==> config.mk <==
export PLATFORM = sky130hd
export DESIGN_NAME = sh_eval_cordic
export DESIGN_NICKNAME = d
export VERILOG_FILES = /design/src/rtl/core/sh_eval_pkg.sv /design/src/rtl/core/sh_eval_cordic.sv
export SDC_FILE = /design/constraint.sdc
export NUM_CORES = 1
export LEC_CHECK = 0
export ABC_AREA = 1
export BUFFER_PORTS_ARGS = -buffer_cell sky130_fd_sc_hd__buf_2
export CAP_MARGIN = 20
export CELL_PAD_IN_SITES_DETAIL_PLACEMENT = 1
export CELL_PAD_IN_SITES_GLOBAL_PLACEMENT = 2
export CORE_ASPECT_RATIO = 1.75
export CORE_MARGIN = 1
export CORE_UTILIZATION = 32
export DETAILED_ROUTE_END_ITERATION = 8
export PLACE_DENSITY = 0.78
export SLEW_MARGIN = 5
export SYNTH_ARGS = -nofsm -noshare
export SYNTH_HDL_FRONTEND = slang
export SYNTH_SLANG_ARGS = --single-unit
==> constraint.sdc <==
create_clock -name clk_i -period 6.37 [get_ports clk_i]
set_input_delay 0.637 -clock clk_i [delete_from_list [all_inputs] [get_ports clk_i]]
set_output_delay 0.637 -clock clk_i [all_outputs]
set_load 0.03 [all_outputs]
==> src/rtl/core/sh_eval_pkg.sv <==
// Shared types, constants and elaboration-time helpers for the spherical harmonics evaluator.
// Used by sh_eval_cordic and spherical_harmonics_eval; depends on nothing.
package sh_eval_pkg;

  localparam int P_W          = 48;
  localparam int TRIG_W       = 17;
  localparam int CORDIC_STEPS = 17;
  localparam int CORDIC_W     = 34;

  localparam logic signed [CORDIC_W-1:0] CORDIC_X0 = 34'sd652032874;
  localparam logic signed [P_W-1:0]      P_ONE     = 48'sd1048576;
  localparam logic signed [P_W-1:0]      P_MAX     = 48'sh7FFF_FFFF_FFFF;
  localparam logic signed [P_W-1:0]      P_MIN     = 48'sh8000_0000_0000;

  localparam logic [31:0] ATAN_TURNS [CORDIC_STEPS] = '{
    32'd536870912, 32'd316933406, 32'd167458907, 32'd85004756, 32'd42667331,
    32'd21354465, 32'd10679838, 32'd5340245, 32'd2670163, 32'd1335087,
    32'd667544, 32'd333772, 32'd166886, 32'd83443, 32'd41722, 32'd20861,
    32'd10430
  };

  typedef enum logic [4:0] {
    ST_IDLE,
    ST_TH_WAIT,
    ST_INIT,
    ST_R_RD,
    ST_R_M1,
    ST_R_M2,
    ST_R_M3,
    ST_R_M4,
    ST_R_M5,
    ST_R_DIV,
    ST_R_WR,
    ST_E_RD,
    ST_E_LD,
    ST_E_WAIT,
    ST_E_NORM,
    ST_E_MR,
    ST_E_MI,
    ST_E_OUT
  } state_e;

  // normalization constant: shift t and divisor s = isqrt(F * 4^t)
  typedef struct packed {
    logic [4:0]  t;
    logic [31:0] s;
  } norm_t;

  function automatic longint unsigned isqrt64(longint unsigned v);
    longint unsigned res;
    longint unsigned bit_v;
    longint unsigned rem;
    res   = 0;
    bit_v = 64'd1 << 62;
    rem   = v;
    while (bit_v > rem) bit_v = bit_v >> 2;
    while (bit_v != 0) begin
      if (rem >= res + bit_v) begin
        rem = rem - (res + bit_v);
        res = (res >> 1) + bit_v;
      end else begin
        res = res >> 1;
      end
      bit_v = bit_v >> 2;
    end
    return res;
  endfunction

  function automatic norm_t norm_entry(int n, int m);
    longint unsigned f;
    int              t;
    norm_t           r;
    f = 1;
    for (int i = n - m + 1; i <= n + m; i++) f = f * longint'(i);
    t = 0;
    while (t < 30 && f < (64'd1 << (60 - 2 * t))) t++;
    r.t = 5'(t);
    r.s = 32'(isqrt64(f << (2 * t)));
    return r;
  endfunction

endpackage

==> src/rtl/core/sh_eval_cordic.sv <==
// Iterative 17-step CORDIC giving sine and cosine of a 16-bit turn fraction, rounded to Q1.15.
// Uses sh_eval_pkg for the arctangent table and widths.
module sh_eval_cordic (
  input  logic                                    clk_i,
  input  logic                                    rst_ni,
  input  logic                                    start_i,
  input  logic [15:0]                             angle_i,
  output logic                                    busy_o,
  output logic signed [sh_eval_pkg::TRIG_W-1:0]   cos_o,
  output logic signed [sh_eval_pkg::TRIG_W-1:0]   sin_o
);

  localparam int CW = sh_eval_pkg::CORDIC_W;
  localparam int TW = sh_eval_pkg::TRIG_W;

  logic                 busy_q;
  logic [4:0]           step_q;
  logic signed [CW-1:0] x_q, y_q, z_q;
  logic [1:0]           quad_q;

  logic signed [CW-1:0] dx, dy, atan;
  logic        [CW-1:0] mag_x, mag_y, rnd_x, rnd_y;
  logic signed [TW-1:0] cq, sq;

  always_comb begin
    dx   = y_q >>> step_q;
    dy   = x_q >>> step_q;
    atan = CW'(sh_eval_pkg::ATAN_TURNS[step_q]);
    // round half away from zero down to Q1.15
    mag_x = x_q[CW-1] ? CW'(-x_q) : CW'(x_q);
    mag_y = y_q[CW-1] ? CW'(-y_q) : CW'(y_q);
    rnd_x = (mag_x + CW'(16384)) >> 15;
    rnd_y = (mag_y + CW'(16384)) >> 15;
    cq = x_q[CW-1] ? -TW'(rnd_x) : TW'(rnd_x);
    sq = y_q[CW-1] ? -TW'(rnd_y) : TW'(rnd_y);
    case (quad_q)
      2'd0: begin
        cos_o = cq;
        sin_o = sq;
      end
      2'd1: begin
        cos_o = -sq;
        sin_o = cq;
      end
      2'd2: begin
        cos_o = -cq;
        sin_o = -sq;
      end
      default: begin
        cos_o = sq;
        sin_o = -cq;
      end
    endcase
  end

  assign busy_o = busy_q;

  always_ff @(posedge clk_i or negedge rst_ni) begin
    if (!rst_ni) begin
      busy_q <= 1'b0;
      step_q <= '0;
    end else if (start_i) begin
      busy_q <= 1'b1;
      step_q <= '0;
    end else if (busy_q) begin
      step_q <= step_q + 5'd1;
      if (step_q == 5'(sh_eval_pkg::CORDIC_STEPS - 1)) busy_q <= 1'b0;
    end
  end

  always_ff @(posedge clk_i) begin
    if (start_i) begin
      x_q    <= sh_eval_pkg::CORDIC_X0;
      y_q    <= '0;
      z_q    <= CW'({angle_i[13:0], 16'h0000});
      quad_q <= angle_i[15:14];
    end else if (busy_q) begin
      if (!z_q[CW-1]) begin
        x_q <= x_q - dx;
        y_q <= y_q + dy;
        z_q <= z_q - atan;
      end else begin
        x_q <= x_q + dx;
        y_q <= y_q - dy;
        z_q <= z_q + atan;
      end
    end
  end

endmodule

# Word-level counts from Yosys, hierarchy flattened
# Memory sizes are Yosys's and may differ from the RTL's.
# Cells that the tools add are included.
# Widths: inputs -> output; s select.
[classes] add_sub_neg=15 n_lt_le_gt_ge=1 eq_ne=3 n_shift=2 n_mux=18 bitwise=1 n_reduce_logical=2
[ops] cell="$mux 32" n=4
[ops] cell="$mux 34" n=3
[ops] cell="$pmux 17 s3" n=2
[ops] cell="$add 34x34->34" n=2
[ops] cell="$neg 17->17" n=4
[ops] cell="$sshr 34x5->34" n=2
[ops] cell="$sub 34x34->34" n=2
[ops] cell="$add 32x15->32 const B" n=2
[ops] cell="$neg 32->32" n=2
[ops] cell="$mux 30" n=2
[ops] cell="$add 34x33->34" n=1
[ops] cell="$mux 17" n=2
[ops] cell="$sub 34x33->34" n=1
[ops] cell="$mux 5" n=2
[ops] cell="$ge 6x6->1 const B" n=1
[ops] cell="$not 5->6" n=1
[ops] cell="$add 5x1->5 const B" n=1
[ops] cell="$eq 5x5->1 const B" n=1
[ops] cell="$mux 1" n=3
[ops] cell="$eq 2x1->1 const B" n=1
[ops] cell="$eq 2x2->1 const B" n=1
[ops] cell="$logic_not 2->1" n=1
[ops] cell="$reduce_bool 2->1" n=1
[word_totals] reg_bits=110 rom_bits=1024 input_bits=19 out_inout_bits=35 word_cells=50 memories=1
[mem_list] name="(no name shown)" words=32 width=32 rd=1 rd_ports_with_merged_regs=0 wr=0 line_no="sh_eval_cordic.sv:28" source="atan = CW'(sh_eval_pkg::ATAN_TURNS[step_q]);"

# Logic depth before layout (Yosys ltp)
[depth] depth_word=8 mapped_depth=39

# Worst setup path before layout
# OpenSTA, ideal clock, no wires.
[synth_timing] path_type="register -> register" start="register step_q[0]" end="register z_q[25], data pin" arrival_time_ns=4.630 required_ns=6.112 path_slack_ns=1.482 path_stages_with_launch=33 path_buffers=5 cell_sequence="dfrtp_1 -> buf_6 -> buf_6 -> buf_6 -> inv_1 -> buf_4 -> ha_1 -> inv_1 -> nor2_1 -> nor2_1 -> nand2_1 -> nand2_1 -> nand3_1 -> inv_1 -> ha_1 -> nand3_1 -> nor3_1 -> nand3_1 -> nor4_1 -> or2_2 -> buf_2 -> xor2_1 -> ha_1 -> a21oi_1 -> inv_1 -> a21oi_1 -> o21ai_1 -> a21oi_1 -> o21ai_0 -> a21oi_1 -> inv_1 -> o21ai_0 -> nand2_1"
[synth_between] elab_chain_len=8 elab_cells_between_ends=9
[synth_rtl] element="start: declaration" line_no="sh_eval_cordic.sv:17" source="logic [4:0] step_q;"
[synth_rtl] element="start signal: assignment" line_no="sh_eval_cordic.sv:66" source="step_q <= step_q + 5'd1;"
[synth_rtl] element="$not 5->6 (not written as such) *" line_no="sh_eval_cordic.sv:28"
[synth_rtl] element="$mem_v2 32x32 *"
[synth_rtl] element="$mux 32 (not written as such) * (2 in series)" line_no="sh_eval_cordic.sv:28"
[synth_rtl] element="$sub 34x33->34 / $add 34x33->34 (equally long branches)" line_no="sh_eval_cordic.sv:81, sh_eval_cordic.sv:85"
[synth_rtl] element="$mux 34 *" line_no="sh_eval_cordic.sv:78" source="if (!z_q[CW-1]) begin"
[synth_rtl] element="$mux 30 *" line_no="sh_eval_cordic.sv:77" source="end else if (busy_q) begin"
[synth_rtl] element="$mux 30 *" line_no="sh_eval_cordic.sv:72" source="if (start_i) begin"
[synth_rtl] element="end signal: assignment" line_no="sh_eval_cordic.sv:75" source="z_q <= CW'({angle_i[13:0], 16'h0000});"
[synth_rtl] element="end signal: assignment" line_no="sh_eval_cordic.sv:81" source="z_q <= z_q - atan;"
[synth_rtl] element="end signal: assignment" line_no="sh_eval_cordic.sv:85" source="z_q <= z_q + atan;"
[synth_rtl] element="end: declaration" line_no="sh_eval_cordic.sv:18" source="logic signed [CW-1:0] x_q, y_q, z_q;"
# Mark *: on every way between the ends. The rest lies on a longest branch, timed or not. The select of a mux whose other input is x is not followed.
# A chain may end at the register's enable or synchronous reset.

# Worst setup path in the final report
[layout_timing] start="register step_q[0]" end="register x_q[27]"
[layout_between] elab_chain_len=3 elab_cells_between_ends=4
[layout_rtl] element="$sshr 34x5->34 *" line_no="sh_eval_cordic.sv:26" source="dx = y_q >>> step_q;"
[layout_rtl] element="$sub 34x34->34 / $add 34x34->34 (equally long branches)" line_no="sh_eval_cordic.sv:79, sh_eval_cordic.sv:83"
[layout_rtl] element="$mux 34 *" line_no="sh_eval_cordic.sv:78"
[layout_rtl] element="end signal: assignment" line_no="sh_eval_cordic.sv:73" source="x_q <= sh_eval_pkg::CORDIC_X0;"
[layout_rtl] element="end signal: assignment" line_no="sh_eval_cordic.sv:79" source="x_q <= x_q - dx;"
[layout_rtl] element="end signal: assignment" line_no="sh_eval_cordic.sv:83" source="x_q <= x_q + dx;"
[layout_rtl] element="end: declaration" line_no="sh_eval_cordic.sv:18"
# Mark *: on every way between the ends. The rest lies on a longest branch, timed or not.

==> impl_metrics.toml <==
[outcome]
run_status = "finished, final reports clean"

[floorplan]
floorplan.initialDensity_pct = 32.38
die_y_um = 328.8
core_um2 = 60300
ios = 54
rows = 119
chipWidth_um = 188.7
die_area_um2 = 62050

[timing]
tightestPinTransition_ns = 0.8988
hold_slack_ns = 0.06758
finalHoldViolations = 0
post-route-min-period_ns = 5.991
fmaxAchievable_ghz = 0.1669
max-slew-margin-rel_pct = 40.08
final.period_utilization_pct = 94.05
setup_viol = 0
skew_ns = 0.01833
slew_violations = 0
setup_tns_ns = 0

[worst_setup_path]
reg2reg_depth = 32
end_kind = "flip-flop"
cp_slowest_stage_delay_ns = 0.60
cp_slowest_cell = "dfrtp_4"
critPathKind = "flip-flop to flip-flop"
r2r_end = "x_q[27]"
crit_end = "x_q[27]"
cp.required_ns = 6.66
regToRegStartpoint = "step_q[0]"
cp.arrival_ns = 6.28
cp_common_cell = "nand2_1"
worstPathBufferInverterCount = 3
regToRegSetupSlack_ns = 0.38
worstPathMaxFanout = 21
crit_path_start = "step_q[0]"
cp.depth = 32
cp-start-kind = "flip-flop"
cp_top_family = "simple AND/OR/NAND/NOR gates"

[logic_synthesis]
synth_cell_types = 68
seq_area_frac_synth_pct = 12.25
synth_compound_area_share_pct = 22.25
synthXorXnorAreaFrac_pct = 7.709
synth-edff-count = 16
synthSimpleGateAreaFrac_pct = 37.22
synth_flop_cell = "dfxtp_1"
synth_top_family_by_area = "simple AND/OR/NAND/NOR gates"
synth_area_um2 = 19530
syn_inst = 3451
syn-num-nets = 3588
ys_async_sr_fraction_pct = 5.455
synth_fa_ha_area_share_pct = 7.677
muxShareOfSynthArea_pct = 1.435
yosys_warnings = 0
synth_seq_cells = 110
avgSynthCellArea_um2 = 5.658

[global_route]
grtUsageTotal_pct = 30.28
met2_usage_pct = 61.24
antenna_found_initial = 0
grt_start_max_net_pins = 62
grt_busiest_layer = "met2"
met1_usage_pct = 27.60
grt_pass1_vias = 24915
grt_pass1_wl_mm = 142.8
globalRouteOverflowTotal = 0
use_met3_pct = 2.144

[cells_and_area]
nets = 3614
fin_util_pct = 35.23
layout-drive-gt1-share_pct = 9.047
antenna_cells = 0
fill_cells = 8321
syn2layout_area_growth_pct = 8.804
multi_input_area_um2 = 14960
seq_area_um2 = 2402

[route]
via_per_inst = 5.505
vias = 23497
ant_nets = 0
firstDrtPassIters = 6
post_drt_wl_per_cell_um = 22.27
drt_wl_total_mm = 95.06
drc = 0
drt-initial-drc-count = 918

[placed_design]
place_congestion = 0.9714
dp_hpwl_mm = 79.11
place.port_buffers = 53

[clock_network]
cts.root.buffer_cell = "clkbuf_16"
cts_tree = "built"
clock_sinks = 110
cts_max_level = 3
clock_latency_ns = 0.41
numCtsBuffers = 9
postCtsHoldBufs = 0
cts_max_path_buffers = 2
cts.clk_slew.worst_paths_ns = 0.10

[job]
maxCapViolCount = 0

[worst_hold_path]
hold_path.class = "primary input to async pin"
-- cells in the final DEF (no fill, tap or decap), types with 47 or more instances in the layout --
| cell type | instances |
|---|---|
| o21ai_0 | 311 |
| a21oi_1 | 187 |
| buf_2 | 53 |
| nand2_1 | 968 |
| nor2_1 | 321 |
| o21ai_1 | 63 |
| nand4_1 | 47 |
| xnor2_1 | 54 |
| buf_4 | 80 |
| o22ai_1 | 54 |
| ha_1 | 115 |
| xor2_1 | 110 |
| dfxtp_1 | 86 |
| nand3_1 | 184 |
| inv_1 | 417 |
-- routing by layer --
metal,vias to the layer above,part of all wire [%]
met1,11327,34
met5,-,0
met4,0,8.1
met3,276,2.3
met2,498,55
li1,11396,-
-- registers in the layout (all words and copies together) (netlist names) --
register,cells
x_q,34
y_q,34
z_q,34
step_q,5
quad_q,2
busy_o,1
-- worst register-to-register path: cells and delay by family (launching register included) --
kind                     cells  cell delay [ns]
AO/OA/AOI/OAI               10             1.92
XOR/XNOR                     1             0.38
adder cells (fa/ha/maj)      2             0.53
buffers and inverters        3             0.37
flip-flops                   1             0.60
multiplexers                 1             0.15
AND/OR/NAND/NOR             15             1.96
-- worst min-delay path by stage --
stage                 start   endpoint
floorplan            rst_ni     busy_o
global placement     z_q[8]     z_q[8]
detailed placement  z_q[15]    z_q[15]
CTS                  rst_ni  step_q[0]
global route         rst_ni  step_q[0]
finish               rst_ni  step_q[0]
-- layout make-up --
type | count | area share (%)
repair buffers | 138 | 4.452
flip-flops and latches | 110 | 11.31
inverters | 437 | 7.756
multi-input cells | 2781 | 70.40
clock buffers | 9 | 1.060
well taps | 786 | 4.629
clock inverters | 7 | 0.3946
-- timing repair --
| item | 4_1_cts | 5_1_grt |
|---|---|---|
| endpoints found under the setup margin | 2 | 27 |
| gates resized for setup | 1 | 33 |
| pin swaps | 0 | 0 |
| buffers inserted | 0 | 2 |
-- cell usage after synthesis, drive strengths merged, types with 11 or more instances --
library cell  number  area (um2)
o21a              18       135.1
edfxtp            16       480.5
mux2i             28       280.3
nand4             47       294.0
nor3              38       200.2
nor2             373        1597
a31oi             25       162.6
o22ai             54       337.8
o221ai            20       175.2
a21oi            192       972.2
ha               115        1439
a21boi            11       82.58
dfxtp             88        1762
inv              432        1622
or2               17       106.4
o211ai            20       150.1
nand2           1016        3959
clkbuf            65       244.0
xnor2             55       481.7
o21ai            378        1907
buf               58       351.6
xor2             113        1023
nand3            188       968.4
-- stage by stage --
step                      instances  instance area, um2  setup slack, ns
after global placement         4250               20850          0.05863
after global routing           4268               21250         -0.01434
final                          4268               21250           0.3793
after detailed placement       4250               20850          0.01910
after floorplan                3451               19530            1.482
after CTS                      4266               21160          0.03558
-- cell families (layout without fill, tap and decap cells) --
| logic type | Yosys count | count (layout) |
|---|---|---|
| fa+ha+maj | 118 | 118 |
| mux | 28 | 28 |
| buf+inv | 560 | 591 |
| compound gates | 769 | 769 |
| xor+xnor | 168 | 168 |
| flops | 110 | 110 |
| simple gates | 1698 | 1698 |
Power is not shown: default switching activity piles up to over one toggle a cycle in this logic, so the estimate is an artifact.
